==> config.mk <==
export PLATFORM = sky130hd
export DESIGN_NAME = dpm_cam
export DESIGN_NICKNAME = d
export VERILOG_FILES = /design/src/dpm_pkg.sv /design/src/dpm_cam.sv
export SDC_FILE = /design/constraint.sdc
export NUM_CORES = 2
export LEC_CHECK = 0
export BUFFER_PORTS_ARGS = -buffer_cell sky130_fd_sc_hd__buf_2
export CAP_MARGIN = 10
export CORE_ASPECT_RATIO = 1.1
export CORE_MARGIN = 1
export CORE_UTILIZATION = 50
export CTS_BUF_LIST = sky130_fd_sc_hd__clkbuf_16
export DETAILED_ROUTE_END_ITERATION = 7
export PLACE_DENSITY = 0.67
export REMOVE_ABC_BUFFERS = 1
export SETUP_SLACK_MARGIN = 0.1
export SYNTH_ARGS = -nofsm -noshare
export SYNTH_HDL_FRONTEND = slang
export SYNTH_SLANG_ARGS = --single-unit
==> constraint.sdc <==
create_clock -name clk -period 10.6 [get_ports clk]
set_clock_uncertainty 0.1 [all_clocks]
set_input_delay 1.06 -clock clk [delete_from_list [all_inputs] [get_ports clk]]
set_output_delay 1.06 -clock clk [all_outputs]
set_load 0.005 [all_outputs]
==> src/dpm_pkg.sv <==
// ----------------------------------------------------------------------------
// dpm_pkg: shared types and constants
// Field widths, register indexes, reset values and the remainder step used
// by the depth pixel to map point pipeline.
// ----------------------------------------------------------------------------
package dpm_pkg;

  // Fixed internal widths, sized for the widest coordinate and depth
  localparam int DEPTH_MAX_W = 24;  // widest depth sample
  localparam int DIFF_W      = 21;  // signed (col*16 - cx) in Q.4
  localparam int DIFF_MAG_W  = 20;  // magnitude of the above
  localparam int MAG_W       = 44;  // |diff| * depth
  localparam int LO_W        = 30;  // low split of MAG_W
  localparam int HI_W        = MAG_W - LO_W;
  localparam int RECIP_W     = 32;  // 1/f, Q0.32
  localparam int CAM_W       = 48;  // camera coordinate, Q.6 mm, signed
  localparam int ROT_W       = 16;  // rotation entry, Q1.14
  localparam int TRANS_W     = 21;  // translation component, mm
  localparam int ACC_W       = 64;  // map sum, Q.20 mm
  localparam int MM_W        = 32;  // output coordinate
  localparam int ROUND_M_W   = ACC_W - 20;

  localparam logic [7:0] COLOUR_WHITE = 8'hFF;

  // Configuration register indexes
  typedef enum logic [2:0] {
    REG_RECIP_FOCAL     = 3'd0,
    REG_PRINCIPAL_POINT = 3'd1,
    REG_DEPTH_WINDOW    = 3'd2,
    REG_SAMPLING_MODE   = 3'd3,
    REG_ROTATION_ROW_X  = 3'd4,
    REG_ROTATION_ROW_Y  = 3'd5,
    REG_ROTATION_ROW_Z  = 3'd6,
    REG_TRANSLATION     = 3'd7
  } cfg_reg_t;

  localparam logic [4:0]         SAMPLING_RESET = 5'd17;
  localparam logic [3*ROT_W-1:0] ROT_X_RESET    = 48'h0000_0000_4000;
  localparam logic [3*ROT_W-1:0] ROT_Y_RESET    = 48'h0000_4000_0000;
  localparam logic [3*ROT_W-1:0] ROT_Z_RESET    = 48'h4000_0000_0000;

  // Beat tag travelling beside the arithmetic
  typedef struct packed {
    logic       valid;
    logic [7:0] red;
    logic [7:0] green;
    logic [7:0] blue;
  } tag_t;

  // One bit of a restoring remainder: rem < divisor on entry and exit
  function automatic logic [3:0] rem_step(input logic [3:0] rem, input logic b,
                                          input logic [3:0] divisor);
    logic [4:0] t;
    t = {rem, b};
    if (t >= {1'b0, divisor}) t = t - {1'b0, divisor};
    return t[3:0];
  endfunction

endpackage

==> src/dpm_cam.sv <==
// ----------------------------------------------------------------------------
// dpm_cam: one camera axis, three stages
// |offset| * depth, split product with 1/f, round half away to Q.6 mm.
// ----------------------------------------------------------------------------
module dpm_cam import dpm_pkg::*; (
  input  logic                     clk,
  input  logic                     neg,
  input  logic [DIFF_MAG_W-1:0]    diff_mag,
  input  logic [DEPTH_MAX_W-1:0]   depth,
  input  logic [RECIP_W-1:0]       recip,
  output logic signed [CAM_W-1:0]  cam
);

  logic                       neg1, neg2;
  logic [MAG_W-1:0]           mag1;
  logic [HI_W+RECIP_W-1:0]    p_hi2;
  logic [LO_W+RECIP_W-1:0]    p_lo2;
  logic [LO_W+RECIP_W:0]      rnd;
  logic [CAM_W-2:0]           r;

  always_ff @(posedge clk) begin
    neg1  <= neg;
    mag1  <= MAG_W'(diff_mag) * MAG_W'(depth);
    neg2  <= neg1;
    p_hi2 <= (HI_W+RECIP_W)'(mag1[MAG_W-1:LO_W]) * (HI_W+RECIP_W)'(recip);
    p_lo2 <= (LO_W+RECIP_W)'(mag1[LO_W-1:0]) * (LO_W+RECIP_W)'(recip);
  end

  assign rnd = (LO_W+RECIP_W+1)'(p_lo2) + (LO_W+RECIP_W+1)'(1 << (LO_W - 1));
  assign r   = (CAM_W-1)'(p_hi2) + (CAM_W-1)'(rnd >> LO_W);

  always_ff @(posedge clk) begin
    cam <= neg2 ? -$signed({1'b0, r}) : $signed({1'b0, r});
  end

endmodule

# Yosys cells after proc, flatten, opt, wreduce, memory -nomap -nowiden
# Index checks and enable logic that the tools add are counted.
# op_classes
n_mux	1
mul	3
n_addsub	3
# op_table
cell	count
62-bit by 30-bit adder with 63-bit output, second input constant	1
30-bit by 32-bit multiplier with 62-bit output	1
47-bit negation with 48-bit output	1
46-bit by 33-bit adder with 47-bit output	1
47-bit 2-to-1 mux	1
14-bit by 32-bit multiplier with 46-bit output	1
20-bit by 24-bit multiplier with 44-bit output	1
# word_totals
in_bits	78
ff_bits	202
output_inout_bits	48
elab_cells	14

# Depth between registers and ports, before layout
# logic_depth
word_depth	4
mapped_depth	31
ltp_nobuf	29

# Worst setup path before layout
# OpenSTA, ideal clock, no wires.
# synth_path
path_type	input port to flip-flop
from	in recip[18]
to	reg p_lo2[47]
setup_ns	0.072
path_stages	27
t_required_ns	10.428
arrival_ns	8.143
slack_ns	2.285
path_buffers	2
cell_sequence	clkbuf_1 > clkbuf_1 > and2_1 > fa_1 > fa_1 > inv_1 > fa_1 > fa_1 > inv_1 > fa_1 > fa_1 > fa_1 > inv_1 > fa_1 > inv_1 > ha_1 > a21o_1 > a21o_1 > a211o_1 > a21oi_1 > nand3_1 > o21ai_0 > a21boi_0 > or2_2 > a31o_2 > a21oi_1 > xnor2_1
# synth_between
elab_chain_len	1
# synth_rtl
element	line_no	source
start, declared	dpm_cam.sv:10	input logic [RECIP_W-1:0] recip,
30-bit by 32-bit multiplier with 62-bit output	dpm_cam.sv:26	p_lo2 <= (LO_W+RECIP_W)'(mag1[LO_W-1:0]) * (LO_W+RECIP_W)'(recip);
end signal, assigned	dpm_cam.sv:26	
end, declared	dpm_cam.sv:17	logic [LO_W+RECIP_W-1:0] p_lo2;
# Every way passes these cells.
# A chain may end at the register's enable or synchronous reset.

# Worst setup path in the final report
# layout_path
from	in recip[14]
to	reg p_lo2[61]
# Same word-level chain as after synthesis.

==> impl_metrics.json <==
{
  "routed-wl-met3_um": 9114,
  "cts_buffer_depth": 2,
  "ys_ff_latch": 173,
  "start_util_pct": 50.60,
  "synthFlopType": "dfxtp_1",
  "num_antenna_cells": 0,
  "yosysWarnings": 0,
  "rr_startpoint": "mag1[7]",
  "timing.rr.end": "p_lo2[61]",
  "synthAdderAreaFrac_pct": 57.32,
  "cts_resized": 0,
  "highest_layer": "met4",
  "numCtsBuffers": 17,
  "die_area_mm2": 0.1360,
  "grt_overflow": 0,
  "critPathMaxStageDelay_ns": 0.71,
  "cts_tree": "built",
  "drive_above_1_share_pct": 3.587,
  "synth_compound_area_share_pct": 5.548,
  "outcome": "completed",
  "worst_setup_path_end_kind": "flop",
  "synth_edf_count": 0,
  "rr_worst_depth": 26,
  "syn_area_mm2": 0.06727,
  "ys_seq_area_share_pct": 5.148,
  "grt_usage_pct": 26.01,
  "root_buffer": "clkbuf_16",
  "antenna_left": 0,
  "die_w_um": 351.7,
  "critical_path.top_delay_family": "adder cells",
  "path_clk_slew_ns": 0.09,
  "drt_iter0_drc": 2802,
  "layout_common_cells": "inv_1, fa_1, nand2_1, and2_1, ha_1",
  "io_buffers": 125,
  "maxSlewHeadroom_pct": 25.95,
  "whs_ns": 0.2409,
  "cts.sinks": 173,
  "grt_pass1_wl_um": 281800,
  "insertion_delay_ns": 0.52,
  "antenna_found_initial": 1,
  "path_buf_inv": 6,
  "tns_ns": 0,
  "crit_cells": 26,
  "ys_types": 82,
  "gp_congestion": 0.9367,
  "fp-row-count": 140,
  "fin_crit_sh_pct": 82.96,
  "chipHeight_um": 386.7,
  "cpMostUsedCell": "fa_1",
  "htree_levels": 4,
  "setup_viol": 0,
  "tightest_slew_ns": 1.111,
  "crit_path_start_kind": "input pin",
  "r2r_setup_slack_ns": 1.94,
  "fillCellCount": 12310,
  "max_freq_ghz": 0.1137,
  "drt_pre_antenna_iters": 6,
  "vias": 48640,
  "hold_class": "flop to flop",
  "crit_type": "input pin to flop",
  "final_common_cell": "inv_1",
  "crit_path_top_delay_cell": "buf_2",
  "grt_start_max_net_pins": 45,
  "cts_hold_buffers": 0,
  "synth.mux.area_fraction_pct": 0.06138,
  "syn_to_final_growth_pct": 3.599,
  "report.final.hold_viol_count": 0,
  "grt_pass1_vias": 54100,
  "cp_max_fo": 44,
  "cts_setup_buffers": 0,
  "drv_cap": 0,
  "synthSimpleGateAreaFrac_pct": 17.75,
  "wl_per_cell_um": 18.38,
  "async_flop_share_pct": 0,
  "period_minus_slack_ns": 8.794,
  "min_from": "neg1",
  "holdPathStages": 0,
  "ioPinCount": 126,
  "crit_required_ns": 10.91,
  "synthXorXnorAreaFrac_pct": 2.786,
  "hold_end": "neg2",
  "final_nets": 9529,
  "drc": 0,
  "arrival_ns": 9.10,
  "met1_length_um": 71720,
  "synth_top_family_by_area": "adder cells",
  "syn_area_per_cell_um2": 8.940,
  "vias_per_cell": 5.340,
  "syn_inst": 7525,
  "met2_length_um": 82300,
  "drt-total-wl_um": 167400,
  "fp.coreArea_mm2": 0.1330,
  "slew_violations": 0,
  "rsz0062_at_grt": "no",
  "dp_hpwl_um": 138300
}
-- worst max-delay path by stage --
stage,endpoint,startpoint,slack (ns)
2_1_floorplan,p_lo2[54],recip[10],2.67
3_3_place_gp,p_lo2[54],recip[14],1.32
3_5_place_dp,p_lo2[61],recip[14],1.24
4_1_cts,p_lo2[54],recip[14],1.81
5_1_grt,p_lo2[54],recip[14],1.24
6_report,p_lo2[61],recip[14],1.81
-- flip-flops by register name, summed over array words and instances, names as in the netlist --
register  count
cam          48
mag1         44
neg1          1
neg2          1
p_hi2        46
p_lo2        33
-- Yosys cell counts, drive strengths merged (6+ instances only) --
cell / number / area (µm²)
clkbuf: 402 / 1509
nand2b: 14 / 87.58
a21oi: 172 / 860.8
or3: 14 / 87.58
and4: 9 / 81.33
a211o: 8 / 70.07
nor2: 104 / 392.9
xnor2: 154 / 1349
a41oi: 6 / 52.55
fa: 1585 / 31730
nor4: 8 / 50.05
a21boi: 14 / 105.1
xor2: 60 / 525.5
a211oi: 20 / 150.1
inv: 1621 / 6085
and2: 935 / 5849
or4: 8 / 63.81
nand4: 52 / 325.3
nor3: 33 / 165.2
o21a: 19 / 142.6
and3: 27 / 168.9
nor2b: 15 / 93.84
buf: 15 / 63.81
o21bai: 20 / 150.1
o21ai: 115 / 575.6
a21o: 96 / 720.7
nand3: 48 / 240.2
o211ai: 9 / 67.56
or2: 12 / 75.07
a31o: 10 / 87.58
dfxtp: 173 / 3463
o31ai: 15 / 117.6
ha: 546 / 6832
nand2: 1092 / 4099
a31oi: 12 / 75.07
o31a: 7 / 61.31
-- through the flow --
step | std cells | area, µm² | util, % | worst slack (ns)
final | 9108 | 69690 | 52.42 | 1.806
after global routing | 9108 | 69690 | 52.42 | 1.237
after CTS | 9108 | 69690 | 52.42 | 1.805
after detailed placement | 9076 | 69060 | 51.95 | 1.244
after global placement | 9076 | 69060 | 51.95 | 1.315
after floorplan | 7108 | 65700 | - | 2.667
-- area by class of cell --
type | count | area, µm² | share of cell area (%)
clock inverters | 15 | 203.9 | 0.2926
multi-input cells | 5313 | 56150 | 80.56
flip-flops and latches | 173 | 3471 | 4.980
well taps | 1775 | 2221 | 3.187
clock buffers | 17 | 425.4 | 0.6104
inverters | 1622 | 6088 | 8.736
repair buffers | 193 | 1136 | 1.630
-- per-layer routing --
metal  vias to the layer above  global-route usage [%]
met2                      1387                   44.58
met4                         0                   7.233
met1                     25170                   34.69
met5                         -                       0
li1                      21830                       -
met3                       247                   2.938
-- logic make-up (layout without fill, tap and decap cells) --
logic type      after synthesis  count (layout)
compound gates              577             577
flops                       173             173
xor+xnor                    214             214
mux                           4               4
fa+ha+maj                  2131            2131
simple gates               2387            2387
buf+inv                    2039            1847
Power is left out: the tool's default activity adds up to more than one toggle a clock period on the data nets, which glitch-free logic cannot reach.
