[config.mk]
export PLATFORM = sky130hd
export DESIGN_NAME = dpm_screen
export DESIGN_NICKNAME = d
export VERILOG_FILES = /design/src/dpm_pkg.sv /design/src/dpm_screen.sv
export SDC_FILE = /design/constraint.sdc
export NUM_CORES = 1
export LEC_CHECK = 0
export BUFFER_PORTS_ARGS = -buffer_cell sky130_fd_sc_hd__buf_2
export CORE_MARGIN = 4
export CORE_UTILIZATION = 61
export CTS_CLUSTER_DIAMETER = 200
export DETAILED_ROUTE_END_ITERATION = 10
export PLACE_DENSITY = 0.86
export SYNTH_ARGS = -nofsm -noshare
export SYNTH_HDL_FRONTEND = slang
export SYNTH_SLANG_ARGS = --single-unit
export TNS_END_PERCENT = 10
[constraint.sdc]
create_clock -name clk -period 15.5 [get_ports clk]
set_input_delay 0 -clock clk [delete_from_list [all_inputs] [get_ports clk]]
set_output_delay 0 -clock clk [all_outputs]
set_load 0.1 [all_outputs]
[src/dpm_pkg.sv]
// ----------------------------------------------------------------------------
// dpm_pkg: shared types and constants
// Field widths, register indexes, reset values and the remainder step used
// by the depth pixel to map point pipeline.
// ----------------------------------------------------------------------------
package dpm_pkg;

  // Fixed internal widths, sized for the widest coordinate and depth
  localparam int DEPTH_MAX_W = 24;  // widest depth sample
  localparam int DIFF_W      = 21;  // signed (col*16 - cx) in Q.4
  localparam int DIFF_MAG_W  = 20;  // magnitude of the above
  localparam int MAG_W       = 44;  // |diff| * depth
  localparam int LO_W        = 30;  // low split of MAG_W
  localparam int HI_W        = MAG_W - LO_W;
  localparam int RECIP_W     = 32;  // 1/f, Q0.32
  localparam int CAM_W       = 48;  // camera coordinate, Q.6 mm, signed
  localparam int ROT_W       = 16;  // rotation entry, Q1.14
  localparam int TRANS_W     = 21;  // translation component, mm
  localparam int ACC_W       = 64;  // map sum, Q.20 mm
  localparam int MM_W        = 32;  // output coordinate
  localparam int ROUND_M_W   = ACC_W - 20;

  localparam logic [7:0] COLOUR_WHITE = 8'hFF;

  // Configuration register indexes
  typedef enum logic [2:0] {
    REG_RECIP_FOCAL     = 3'd0,
    REG_PRINCIPAL_POINT = 3'd1,
    REG_DEPTH_WINDOW    = 3'd2,
    REG_SAMPLING_MODE   = 3'd3,
    REG_ROTATION_ROW_X  = 3'd4,
    REG_ROTATION_ROW_Y  = 3'd5,
    REG_ROTATION_ROW_Z  = 3'd6,
    REG_TRANSLATION     = 3'd7
  } cfg_reg_t;

  localparam logic [4:0]         SAMPLING_RESET = 5'd17;
  localparam logic [3*ROT_W-1:0] ROT_X_RESET    = 48'h0000_0000_4000;
  localparam logic [3*ROT_W-1:0] ROT_Y_RESET    = 48'h0000_4000_0000;
  localparam logic [3*ROT_W-1:0] ROT_Z_RESET    = 48'h4000_0000_0000;

  // Beat tag travelling beside the arithmetic
  typedef struct packed {
    logic       valid;
    logic [7:0] red;
    logic [7:0] green;
    logic [7:0] blue;
  } tag_t;

  // One bit of a restoring remainder: rem < divisor on entry and exit
  function automatic logic [3:0] rem_step(input logic [3:0] rem, input logic b,
                                          input logic [3:0] divisor);
    logic [4:0] t;
    t = {rem, b};
    if (t >= {1'b0, divisor}) t = t - {1'b0, divisor};
    return t[3:0];
  endfunction

endpackage

[src/dpm_screen.sv]
// ----------------------------------------------------------------------------
// dpm_screen: pixel screening, two stages
// Grid test by bit-serial remainder split over two stages, depth window and
// focal checks, colour choice and the signed offsets from the principal point.
// ----------------------------------------------------------------------------
module dpm_screen import dpm_pkg::*; #(
  parameter int COORD_BITS = 12,
  parameter int DEPTH_BITS = 16
) (
  input  logic                   clk,
  input  logic                   rst,
  input  logic                   start,
  input  logic [COORD_BITS-1:0]  pixel_row,
  input  logic [COORD_BITS-1:0]  pixel_col,
  input  logic [DEPTH_BITS-1:0]  depth_mm,
  input  logic [7:0]             red_in,
  input  logic [7:0]             green_in,
  input  logic [7:0]             blue_in,
  input  logic [3:0]             step_code,
  input  logic                   keep_colour,
  input  logic [15:0]            depth_min,
  input  logic [15:0]            depth_max,
  input  logic [15:0]            cx,
  input  logic [15:0]            cy,
  input  logic                   recip_ok,
  output tag_t                   tag,
  output logic [DEPTH_BITS-1:0]  depth,
  output logic                   neg_x,
  output logic [DIFF_MAG_W-1:0]  mag_x,
  output logic                   neg_y,
  output logic [DIFF_MAG_W-1:0]  mag_y
);

  localparam int HI_BITS = (COORD_BITS + 1) / 2;
  localparam int LO_BITS = COORD_BITS - HI_BITS;

  logic [3:0]            step_eff;
  logic [3:0]            rem_row_a, rem_col_a, rem_row_b, rem_col_b;
  logic                  window_ok;
  logic [DIFF_W-1:0]     dx, dy;

  // stage 1 registers
  logic                  valid1;
  logic [3:0]            rem_row1, rem_col1;
  logic [LO_BITS-1:0]    row_lo1, col_lo1;
  logic [DEPTH_BITS-1:0] depth1;
  logic                  neg_x1, neg_y1;
  logic [DIFF_MAG_W-1:0] mag_x1, mag_y1;
  logic [7:0]            red1, green1, blue1;

  assign step_eff = (step_code == 4'd0) ? 4'd1 : step_code;

  // upper half of the remainder
  always_comb begin
    rem_row_a = '0;
    rem_col_a = '0;
    for (int i = COORD_BITS - 1; i >= LO_BITS; i--) begin
      rem_row_a = rem_step(rem_row_a, pixel_row[i], step_eff);
      rem_col_a = rem_step(rem_col_a, pixel_col[i], step_eff);
    end
  end

  assign window_ok = (DEPTH_MAX_W'(depth_mm) >= DEPTH_MAX_W'(depth_min)) &&
                     (DEPTH_MAX_W'(depth_mm) <= DEPTH_MAX_W'(depth_max));

  assign dx = DIFF_W'({pixel_col, 4'b0000}) - DIFF_W'(cx);
  assign dy = DIFF_W'({pixel_row, 4'b0000}) - DIFF_W'(cy);

  always_ff @(posedge clk) begin
    if (rst) begin
      valid1 <= 1'b0;
    end else begin
      valid1 <= start && window_ok;
    end
  end

  always_ff @(posedge clk) begin
    rem_row1 <= rem_row_a;
    rem_col1 <= rem_col_a;
    row_lo1  <= pixel_row[LO_BITS-1:0];
    col_lo1  <= pixel_col[LO_BITS-1:0];
    depth1   <= depth_mm;
    neg_x1   <= dx[DIFF_W-1];
    neg_y1   <= dy[DIFF_W-1];
    mag_x1   <= dx[DIFF_W-1] ? DIFF_MAG_W'(-dx) : DIFF_MAG_W'(dx);
    mag_y1   <= dy[DIFF_W-1] ? DIFF_MAG_W'(-dy) : DIFF_MAG_W'(dy);
    red1     <= keep_colour ? red_in   : COLOUR_WHITE;
    green1   <= keep_colour ? green_in : COLOUR_WHITE;
    blue1    <= keep_colour ? blue_in  : COLOUR_WHITE;
  end

  // lower half of the remainder
  always_comb begin
    rem_row_b = rem_row1;
    rem_col_b = rem_col1;
    for (int i = LO_BITS - 1; i >= 0; i--) begin
      rem_row_b = rem_step(rem_row_b, row_lo1[i], step_eff);
      rem_col_b = rem_step(rem_col_b, col_lo1[i], step_eff);
    end
  end

  // only the valid bit is reset; the rest is data
  always_ff @(posedge clk) begin
    if (rst) begin
      tag.valid <= 1'b0;
    end else begin
      tag.valid <= valid1 && (rem_row_b == 4'd0) && (rem_col_b == 4'd0) && recip_ok;
    end
    tag.red   <= red1;
    tag.green <= green1;
    tag.blue  <= blue1;
    depth     <= depth1;
    neg_x     <= neg_x1;
    neg_y     <= neg_y1;
    mag_x     <= mag_x1;
    mag_y     <= mag_y1;
  end

endmodule

# Word level (Yosys, flattened, before mapping)
# Cells that the tools add are included.
[totals]
register_bits = 186
input_bits = 137
output_inout_bits = 83
wordCells = 111
[op_classes]
n_addsub = 28
n_lt_le_gt_ge = 26
n_mux = 27
reduce_logical = 8
[ops]
columns = ["operator", "n"]
rows = [
  [">= comparator 5 x 4 -> 1 bit", 22],
  ["two-way mux 4 bit", 25],
  ["subtractor 4 bit", 22],
  ["two-way mux 20 bit", 2],
  ["negation 20 bit", 2],
  ["subtractor 16 x 16 -> 17 bit", 2],
  [">= comparator 16 bit", 1],
  ["less-or-equal comparator 16 bit", 1],
  ["logical NOT 4 bit", 3],
  [">= comparator 1 x 4 -> 1 bit", 2],
  ["subtractor 1 x 4 -> 4 bit", 2],
  ["logical AND 1 bit", 5],
]

# Logic depth before layout (Yosys ltp)
# Gate-level depths: netlist of the first run.
[logic_depth]
ltp_word = 18
depth_mapped = 51
mapped_depth_nobuf = 51

# Worst setup path before layout of the first run
# Ideal clock, no wire load.
[synth_path]
path_type = "input -> register"
startpoint = "input port step_code[3]"
endpoint = "register tag[24] (netlist bit)"
setup_time_ps = 86
arrival_ps = 9334
required_ps = 15414
path_slack_ps = 6080
cell_stages = 50
path_buffers = 0
cell_sequence = "or2_1 -> nor2_1 -> or2_2 -> ha_1 -> nand4_1 -> nand2_1 -> nor2_1 -> mux2_2 -> inv_1 -> ha_1 -> nor2b_1 -> o311ai_1 -> o211a_1 -> mux2_2 -> inv_1 -> ha_1 -> a21oi_1 -> o21ai_0 -> [14 not listed] -> ha_1 -> nor2b_1 -> o21ai_0 -> nand2b_1 -> a31o_2 -> a21oi_1 -> o211ai_2 -> o21a_1 -> ha_1 -> nor2b_1 -> o21ai_0 -> nand2b_1 -> a31o_2 -> a21o_1 -> a211oi_1 -> mux2i_1 -> a2111o_1 -> a221oi_2"
[synth_via]
elab_chain_cells = 18
[synth_lines]
columns = ["element", "line_no", "source"]
rows = [
  ["from (decl)", "dpm_screen.sv:19", "input logic [3:0] step_code,"],
  ["logical NOT 4 bit", "dpm_screen.sv:51", "assign step_eff = (step_code == 4'd0) ? 4'd1 : step_code;"],
  ["two-way mux 4 bit *", "dpm_screen.sv:51", ""],
  ["subtractor 4 bit / >= comparator 5 x 4 -> 1 bit (equally long branches)", "dpm_pkg.sv:55", "if (t >= {1'b0, divisor}) t = t - {1'b0, divisor};"],
  ["two-way mux 4 bit", "dpm_pkg.sv:55", ""],
  ["subtractor 4 bit / >= comparator 5 x 4 -> 1 bit (equally long branches)", "dpm_pkg.sv:55", ""],
  ["two-way mux 4 bit", "dpm_pkg.sv:55", ""],
  ["subtractor 4 bit / >= comparator 5 x 4 -> 1 bit (equally long branches)", "dpm_pkg.sv:55", ""],
  ["two-way mux 4 bit", "dpm_pkg.sv:55", ""],
  ["subtractor 4 bit / >= comparator 5 x 4 -> 1 bit (equally long branches)", "dpm_pkg.sv:55", ""],
  ["two-way mux 4 bit", "dpm_pkg.sv:55", ""],
  [">= comparator 5 x 4 -> 1 bit / subtractor 4 bit (equally long branches)", "dpm_pkg.sv:55", ""],
  ["two-way mux 4 bit", "dpm_pkg.sv:55", ""],
  ["subtractor 4 bit / >= comparator 5 x 4 -> 1 bit (equally long branches)", "dpm_pkg.sv:55", ""],
  ["two-way mux 4 bit", "dpm_pkg.sv:55", ""],
  ["logical NOT 4 bit", "dpm_screen.sv:107", "tag.valid <= valid1 && (rem_row_b == 4'd0) && (rem_col_b == 4'd0) && recip_ok;"],
  ["logical AND 1 bit", "dpm_screen.sv:107", ""],
  ["logical AND 1 bit * (2 in a row)", "dpm_screen.sv:107", ""],
  ["to (decl)", "dpm_screen.sv:26", "output tag_t tag,"],
]
# Mark *: on every way between the ends. The rest lies on a longest branch, timed or not.
# A chain may end at the register's enable or synchronous reset.

# Worst setup path after layout of the first run
[layout_path]
startpoint = "input port step_code[1]"
endpoint = "register tag[24] (netlist bit)"
# The elaborated chain is that of the path after synthesis.

==> results of run 1 <==
final timing paths:
kind                       start                  to  slack [ns]  cells past startpoint
max                 step_code[1]  tag[24]$_SDFF_PP0_        4.23                     51
min                        cx[1]   mag_x1[1]$_DFF_P_        0.02                      4
max reg2reg  rem_col1[1]$_DFF_P_  tag[24]$_SDFF_PP0_        4.70                     48
min reg2reg  blue1[6]$_SDFF_PN1_      tag[6]$_DFF_P_        0.33                      0
cells in the mapped netlist (3+ instances only):
cell,instances,area share
dfxtp_1,186,0.33
inv_1,152,0.050
ha_1,150,0.17
a21oi_1,76,0.033
xnor2_1,64,0.049
nand2b_1,54,0.030
nor2_1,53,0.017
a21o_1,52,0.034
o21ai_0,47,0.021
nand2_1,42,0.014
xor2_1,28,0.022
mux2i_1,25,0.022
fa_1,22,0.039
nor3_1,20,0.0088
nand3_1,17,0.0075
nor2b_1,16,0.0088
o21a_1,12,0.0079
or3_1,12,0.0066
mux2_2,11,0.011
a31oi_1,9,0.0050
nand4_1,8,0.0044
a211oi_1,7,0.0046
o211ai_1,7,0.0046
o21ai_1,7,0.0031
o221ai_1,6,0.0046
a2111oi_0,5,0.0039
and2_1,5,0.0028
and3_1,5,0.0028
clkbuf_1,5,0.0017
nor3_2,5,0.0044
or2_2,5,0.0028
a21oi_2,4,0.0031
mux2i_4,4,0.0079
nand3b_1,4,0.0026
nor4_1,4,0.0022
a211o_1,3,0.0023
a31o_2,3,0.0023
nor4bb_1,3,0.0026
o2111a_1,3,0.0030
o31ai_1,3,0.0020
registers in the layout, summed over array words and instances (netlist names), 16 cells and up:
| name | flops |
|---|---|
| mag_y1 | 20 |
| depth | 16 |
| depth1 | 16 |
| mag_x | 20 |
| mag_y | 20 |
| tag | 25 |
| mag_x1 | 20 |
cell families after synthesis:
family / after synthesis
buf+inv: 160
fa+ha+maj: 172
mux: 42
other cells: 1
simple gates: 270
flops: 186
compound gates: 278
xor+xnor: 92
worst max-delay path: cells and delay by family:
| family | cells | cell delay, ns |
|---|---|---|
| buffers and inverters | 7 | 1.47 |
| and+or+nand+nor | 17 | 3.26 |
| adders and majority gates | 6 | 1.74 |
| AOI/OAI and AO/OA | 17 | 3.79 |
| muxes | 4 | 1.32 |
through the flow:
stage	utilization	cells	setup WS (ns)
6_report	0.788	1771	4.23
2_1_floorplan	-	1206	6.08
3_3_place_gp	0.703	1650	5.08
4_1_cts	0.788	1771	4.47
5_1_grt	0.788	1771	3.45
3_5_place_dp	0.703	1650	4.56
layout make-up:
type,count,share of cell area
Inverter,153,0.0402
Timing Repair Buffer,311,0.141
Multi-Input combinational cell,860,0.494
Tap cell,229,0.0200
Sequential cell,186,0.260
Clock buffer,17,0.0297
Clock inverter,15,0.0152
per-layer routing:
metal / share of wire / routed length, um / vias up
li1: - / - / 4841
met1: 0.39 / 11800 / 4699
met2: 0.53 / 16000 / 376
met3: 0.056 / 1720 / 94
met4: 0.032 / 991 / 0
met5: 0 / 0 / -
==> impl_results.md, run 1 <==
* Slew Viols, Final at 0
* Core ar. at 18100 um2
* Max transition margin at 0.152
* CP arrival at 11.63 ns
* Synth Area in Compound Gates at 0.170
* TritonCTS buffer count at 17
* Ports at 220
* Avg Cell Area, Syn at between 9 and 10 um2
* Maximum clock insertion buffer count at 2
* Crit. End Element: flip-flop
* Yosys reg bits at around 190
* Tcrit/Tclk final at 0.727
* Multi-input logic area at around 7100 um2
* CP max stage delay at 0.59 ns
* Max Clock Freq at 88.7 MHz
* Simple-gate share of the synthesized area at 0.132
* TritonCTS clock tree: built
* Synth Area in XOR/XNOR at 0.0708
* Final Skew at 0.0119 ns
* Fin crit period at between 10 and 15 ns
* Commonest non-fill, non-tap cell in the layout: buf_2
* Adder-Cell Fraction of Synth Area at 0.204
* Skew-Pair Late Insertion Delay at between 0.4 and 0.5 ns
* Die H at 145 um
* Hold_buf cts at 89
* Hold Crit Class: input pin to flip-flop
* Die footprint at 20900 um2
* Reg area at 3720 um2
* Gate Count Post-Synth at 1201
* Total wire length at 30.5 mm
* Syn-to-layout area delta at 25.7%
* GR Util met1 at 0.315
* Synth warn at 0
* Busiest grt layer: met2
* Setup TNS at 0 ns
* Hold Fails Final Rpt at 0
* Post-route DRC at 0
* DRT iter0 DRCs at between 400 and 500
* Routed Antenna Nets at 0
* WL/cell at 17.2 um
* Placer congestion estimate at 0.873
* Post-cts resize count at 0
* Port bufs at about 220
* H-tree Lvls at 4
* Layout net count at 1838
* First-pass GRT wire length at ~49 mm
* Vias in the first global route at 10400
* Die Wd at 145 um
* Critical Path RT at between 15 and 20 ns
* Slowest CP cell: or2_2
* CP Launch Type: input pin
* Largest net degree at the start of global routing at 31
* Initial antenna violation count at 0
* Status: finished, final reports clean
* Antenna fix cells at 0
* Met2 Usage GRT at 0.548
* Netlist cell types at 85
* Tot GR Track Use at 0.290
* Initial DRT Pass Iterations at 6
* Max_cap viols at 0
* Layout Cell Area excl Fill at 14300 um2
* Share of cells above drive strength 1 at 0.202
* Fin Hold WS at 0.0200 ns
* Seq/Total Area, Yosys at 0.327
* Row count at approximately 50
* Fill cell count at 1101
* GRT met3 Usage at 0.0519
* Overflow after GRT at 0
* Async S/R FF share, synth at 0
* Setup Viol. Count Final at 0
* Mux cell area share after synthesis at 0.0433
* Synth Flop Type: dfxtp_1
* Postcts setup bufs at 0
* Clk pin slew, worst setup/hold paths at around 0.080 ns
* Number of synthesized flops with an enable pin at 0
* Cell area after synthesis at 11400 um2
* Slew at the pin closest to its max-slew limit at 1.26 ns
* Initial core utilization at 0.627
* WS Path Type: input pin to flip-flop
* Maximum fanout along the worst path at 24
* Final HPWL DP at roughly 20 mm
* Drt via density at 5.65
* Most frequent cells in the layout: 219 x buf_2, 186 x dfxtp_1, 152 x inv_1
* Most repeated library cell on the critical path: ha_1
* DR vias at between 10000 and 15000
* RSZ-0062 raised after global routing: false
* Largest family of logic cells by synthesized area: adder cells
* Cell at the root of the clock tree: clkbuf_16
* CTS sink cnt at 186
* Placed cell area at roughly 13000 um2
Power of run 1 is not shown: default switching activity piles up to over one toggle a cycle in this logic, so the estimate is an artifact.
==> inputs of run 2 (changes only) <==
--- a/config.mk
+++ b/config.mk
@@ -5,12 +5,13 @@
 export SDC_FILE = /design/constraint.sdc
 export NUM_CORES = 1
 export LEC_CHECK = 0
+export ABC_AREA = 1
 export BUFFER_PORTS_ARGS = -buffer_cell sky130_fd_sc_hd__buf_2
 export CORE_MARGIN = 4
-export CORE_UTILIZATION = 61
+export CORE_UTILIZATION = 51
 export CTS_CLUSTER_DIAMETER = 200
 export DETAILED_ROUTE_END_ITERATION = 10
-export PLACE_DENSITY = 0.86
+export PLACE_DENSITY = 0.76
 export SYNTH_ARGS = -nofsm -noshare
 export SYNTH_HDL_FRONTEND = slang
 export SYNTH_SLANG_ARGS = --single-unit
==> constraint.sdc (replaced) <==
create_clock -name clk -period 10.05 [get_ports clk]
set_input_delay 0 -clock clk [delete_from_list [all_inputs] [get_ports clk]]
set_output_delay 0 -clock clk [all_outputs]
set_load 0.1 [all_outputs]
==> run 2 against run 1 <==
Die area is 19% higher. Design area is 1.1% higher. Clock skew hardly changed. Area after synthesis is 0.80% higher. Critical endpoint is now rem_col1[3]$_DFF_P_.
==> impl_results.md, run 2 <==
* Status: finished, final reports clean
* WS Path Type: input pin to flip-flop
* Fin crit period at 8.66 ns
* Seq/Total Area, Yosys at 0.325 (-0.00261)
* TritonCTS buffer count at 17 (unchanged)
* H-tree Lvls at 4 (unchanged)
* Critical Path RT at 10.43 ns (-5.43 ns)
* Post-route DRC at 0 (unchanged)
* Layout net count at 2067 (+12%)
* Slew at the pin closest to its max-slew limit at 0.946 ns (-0.318 ns)
* Total wire length at 27.3 mm (-11%)
* CP arrival at 9.04 ns (-2.59 ns)
* Multi-input logic area at 6680 um2 (-5.5%)
* WL/cell at 13.3 um (-23%)
* Avg Cell Area, Syn at 8.03 um2 (-15%)
* CP Launch Type: input pin
* Layout Cell Area excl Fill at 14500 um2 (+1.1%)
* Reg area at 3720 um2 (unchanged)
* Placer congestion estimate at 0.927 (+6.1%)
* Synth warn at 0 (unchanged)
* Commonest non-fill, non-tap cell in the layout: nand2_1
* Skew-Pair Late Insertion Delay at 0.44 ns (about the same)
* Setup Viol. Count Final at 0 (unchanged)
* CTS sink cnt at 186 (unchanged)
* Row count at 54 (+10%)
* Cell at the root of the clock tree: clkbuf_16
* Hold Fails Final Rpt at 0 (unchanged)
* Share of the synthesized area in the top cell type at 0.325 (-0.00261)
* Cell area after synthesis at 11500 um2 (+0.80%)
* Initial core utilization at 0.522 (-0.105)
* Hold Crit Class: input pin to flip-flop
* Initial DRT Pass Iterations at 5 (-1)
* Max Clock Freq at ~120 MHz
* Die footprint at 24900 um2 (+19%)
* Maximum fanout along the worst path at 16 (-33%)
* Most frequent cells in the layout: 276 x nand2_1, 275 x inv_1, 219 x buf_2
* Top cell type by total area after synthesis: dfxtp_1
* DR vias at 10100 (+0.91%)
* Core ar. at 22000 um2 (+21%)
* Die Wd at 158 um (+9.3%)
* Final HPWL DP at 20.0 mm (-0.66%)
* Routed Antenna Nets at 0 (unchanged)
* Setup TNS at 0 ns (unchanged)
* Top-count cell post-synth: nand2_1
* Tot GR Track Use at 0.219 (-0.0714)
* Fill cell count at 1747 (+59%)
* Synth Flop Type: dfxtp_1
* Netlist cell types at 55 (-35%)
* Util after Layout at 0.659 (-0.129)
* First-pass GRT wire length at 45.4 mm (-7.2%)
* RSZ-0062 raised after global routing: false
* Drt via density at 4.92 (-13%)
* Max transition margin at 0.369 (+0.217)
* Port bufs at 219 (unchanged)
* Slowest CP cell: a211oi_1
* Overflow after GRT at 0 (unchanged)
* Most repeated library cell on the critical path: nand2_1
* Die H at 158 um (+9.3%)
* Largest reg by FF count: tag
* Commonest cells post-synth: 276 x nand2_1, 275 x inv_1, 186 x dfxtp_1
* Syn-to-layout area delta at 26.1%
* Vias in the first global route at 10200 (-1.9%)
* Placed cell area at 12900 um2 (+1.3%)
* TritonCTS clock tree: built
* CP top delay family: compound AO/OA/AOI/OAI gates
* Clk pin slew, worst setup/hold paths at 0.08 ns (about the same)
* Gate Count Post-Synth at 1428 (+19%)
* Slew Viols, Final at 0 (unchanged)
* CP max stage delay at 0.52 ns (-0.07 ns)
* Max reg flops at 25 (unchanged)
* Ports at 220 (unchanged)
* Post-cts resize count at 0 (unchanged)
* Top cells by area, synth: dfxtp_1 32%, ha_1 16%, nand2_1 9.0%
* Async S/R FF share, synth at 0 (unchanged)
* Maximum clock insertion buffer count at 2 (unchanged)
* Yosys reg bits at 186 (unchanged)
* Max_cap viols at 0 (unchanged)
* Number of synthesized flops with an enable pin at 0 (unchanged)
* Antenna fix cells at 0 (unchanged)
* Largest net degree at the start of global routing at 25 (-19%)
* Tcrit/Tclk final at 0.861
* Crit. End Element: flip-flop
* DRT iter0 DRCs at 459 (-0.22%)
* Final Skew at 0.0115 ns (-0.000405 ns)
* Worst path bufs/invs at 6 (-1)
* Initial antenna violation count at 0 (unchanged)
* Share of cells above drive strength 1 at 0.193 (-0.00979)
## run 2: worst register-to-register path, delay by kind of cell, from the launching register on
| family | cells | cell delay (ns) |
|---|---|---|
| adders and majority gates | 7 | 2.04 |
| buffers and inverters | 11 | 0.84 |
| xor gates and xnor gates | 1 | 0.16 |
| DFF | 1 | 0.30 |
| and+or+nand+nor | 26 | 3.24 |
| AOI/OAI and AO/OA | 10 | 1.64 |
## run 2: repair_timing
action                                 4_1_cts  5_1_grt
hold buffers                                88        0
setup buffers                                0        0
endpoints found under the hold margin       63        0
## run 2: final timing paths
kind / endpoint / startpoint / cells after the start / slack, ns
min: tag[24]$_SDFF_PP0_ / recip_ok / 5 / 0.06
max: rem_col1[3]$_DFF_P_ / step_code[1] / 51 / 1.39
min reg2reg: mag_y[11]$_DFF_P_ / mag_y1[11]$_DFF_P_ / 0 / 0.32
max reg2reg: tag[24]$_SDFF_PP0_ / row_lo1[5]$_DFF_P_ / 55 / 1.73
## run 2: through the flow
stage / setup WS [ns] / hold slack [ns] / instances
final: 1.39 / 0.0610 / 2051
after global routing: 0.399 / 0.0659 / 2051
after CTS: 1.43 / 0.0486 / 2051
after detailed placement: 0.977 / 0.117 / 1931
after global placement: 1.18 / 0.120 / 1931
after floorplan: 1.98 / 0.0277 / 1433
## run 2: cell type report
| class | instances | area share |
|---|---|---|
| Sequential cell | 186 | 0.257 |
| Timing Repair Buffer | 311 | 0.139 |
| Tap cell | 280 | 0.0242 |
| Clock inverter | 15 | 0.0153 |
| Clock buffer | 17 | 0.0294 |
| Inverter | 282 | 0.0732 |
| Multi-Input combinational cell | 960 | 0.462 |
## run 2: layer usage
| metal | vias up | track usage | part of all wire |
|---|---|---|---|
| met5 | - | 0 | 0 |
| met4 | 0 | 0.0650 | 0.019 |
| met3 | 47 | 0.0407 | 0.050 |
| met2 | 250 | 0.399 | 0.50 |
| met1 | 4592 | 0.262 | 0.43 |
| li1 | 5212 | - | - |
## run 2: cells by family after synthesis
logic type | count (synthesis) | share of synthesized area
AO/OA/AOI/OAI | 164 | 0.0864
XOR/XNOR | 85 | 0.0662
adder cells (fa/ha/maj) | 172 | 0.202
buffers and inverters | 287 | 0.0946
flip-flops | 186 | 0.325
other | 1 | 0.000327
AND/OR/NAND/NOR | 533 | 0.225
Power of run 2 is left out for the same reason.
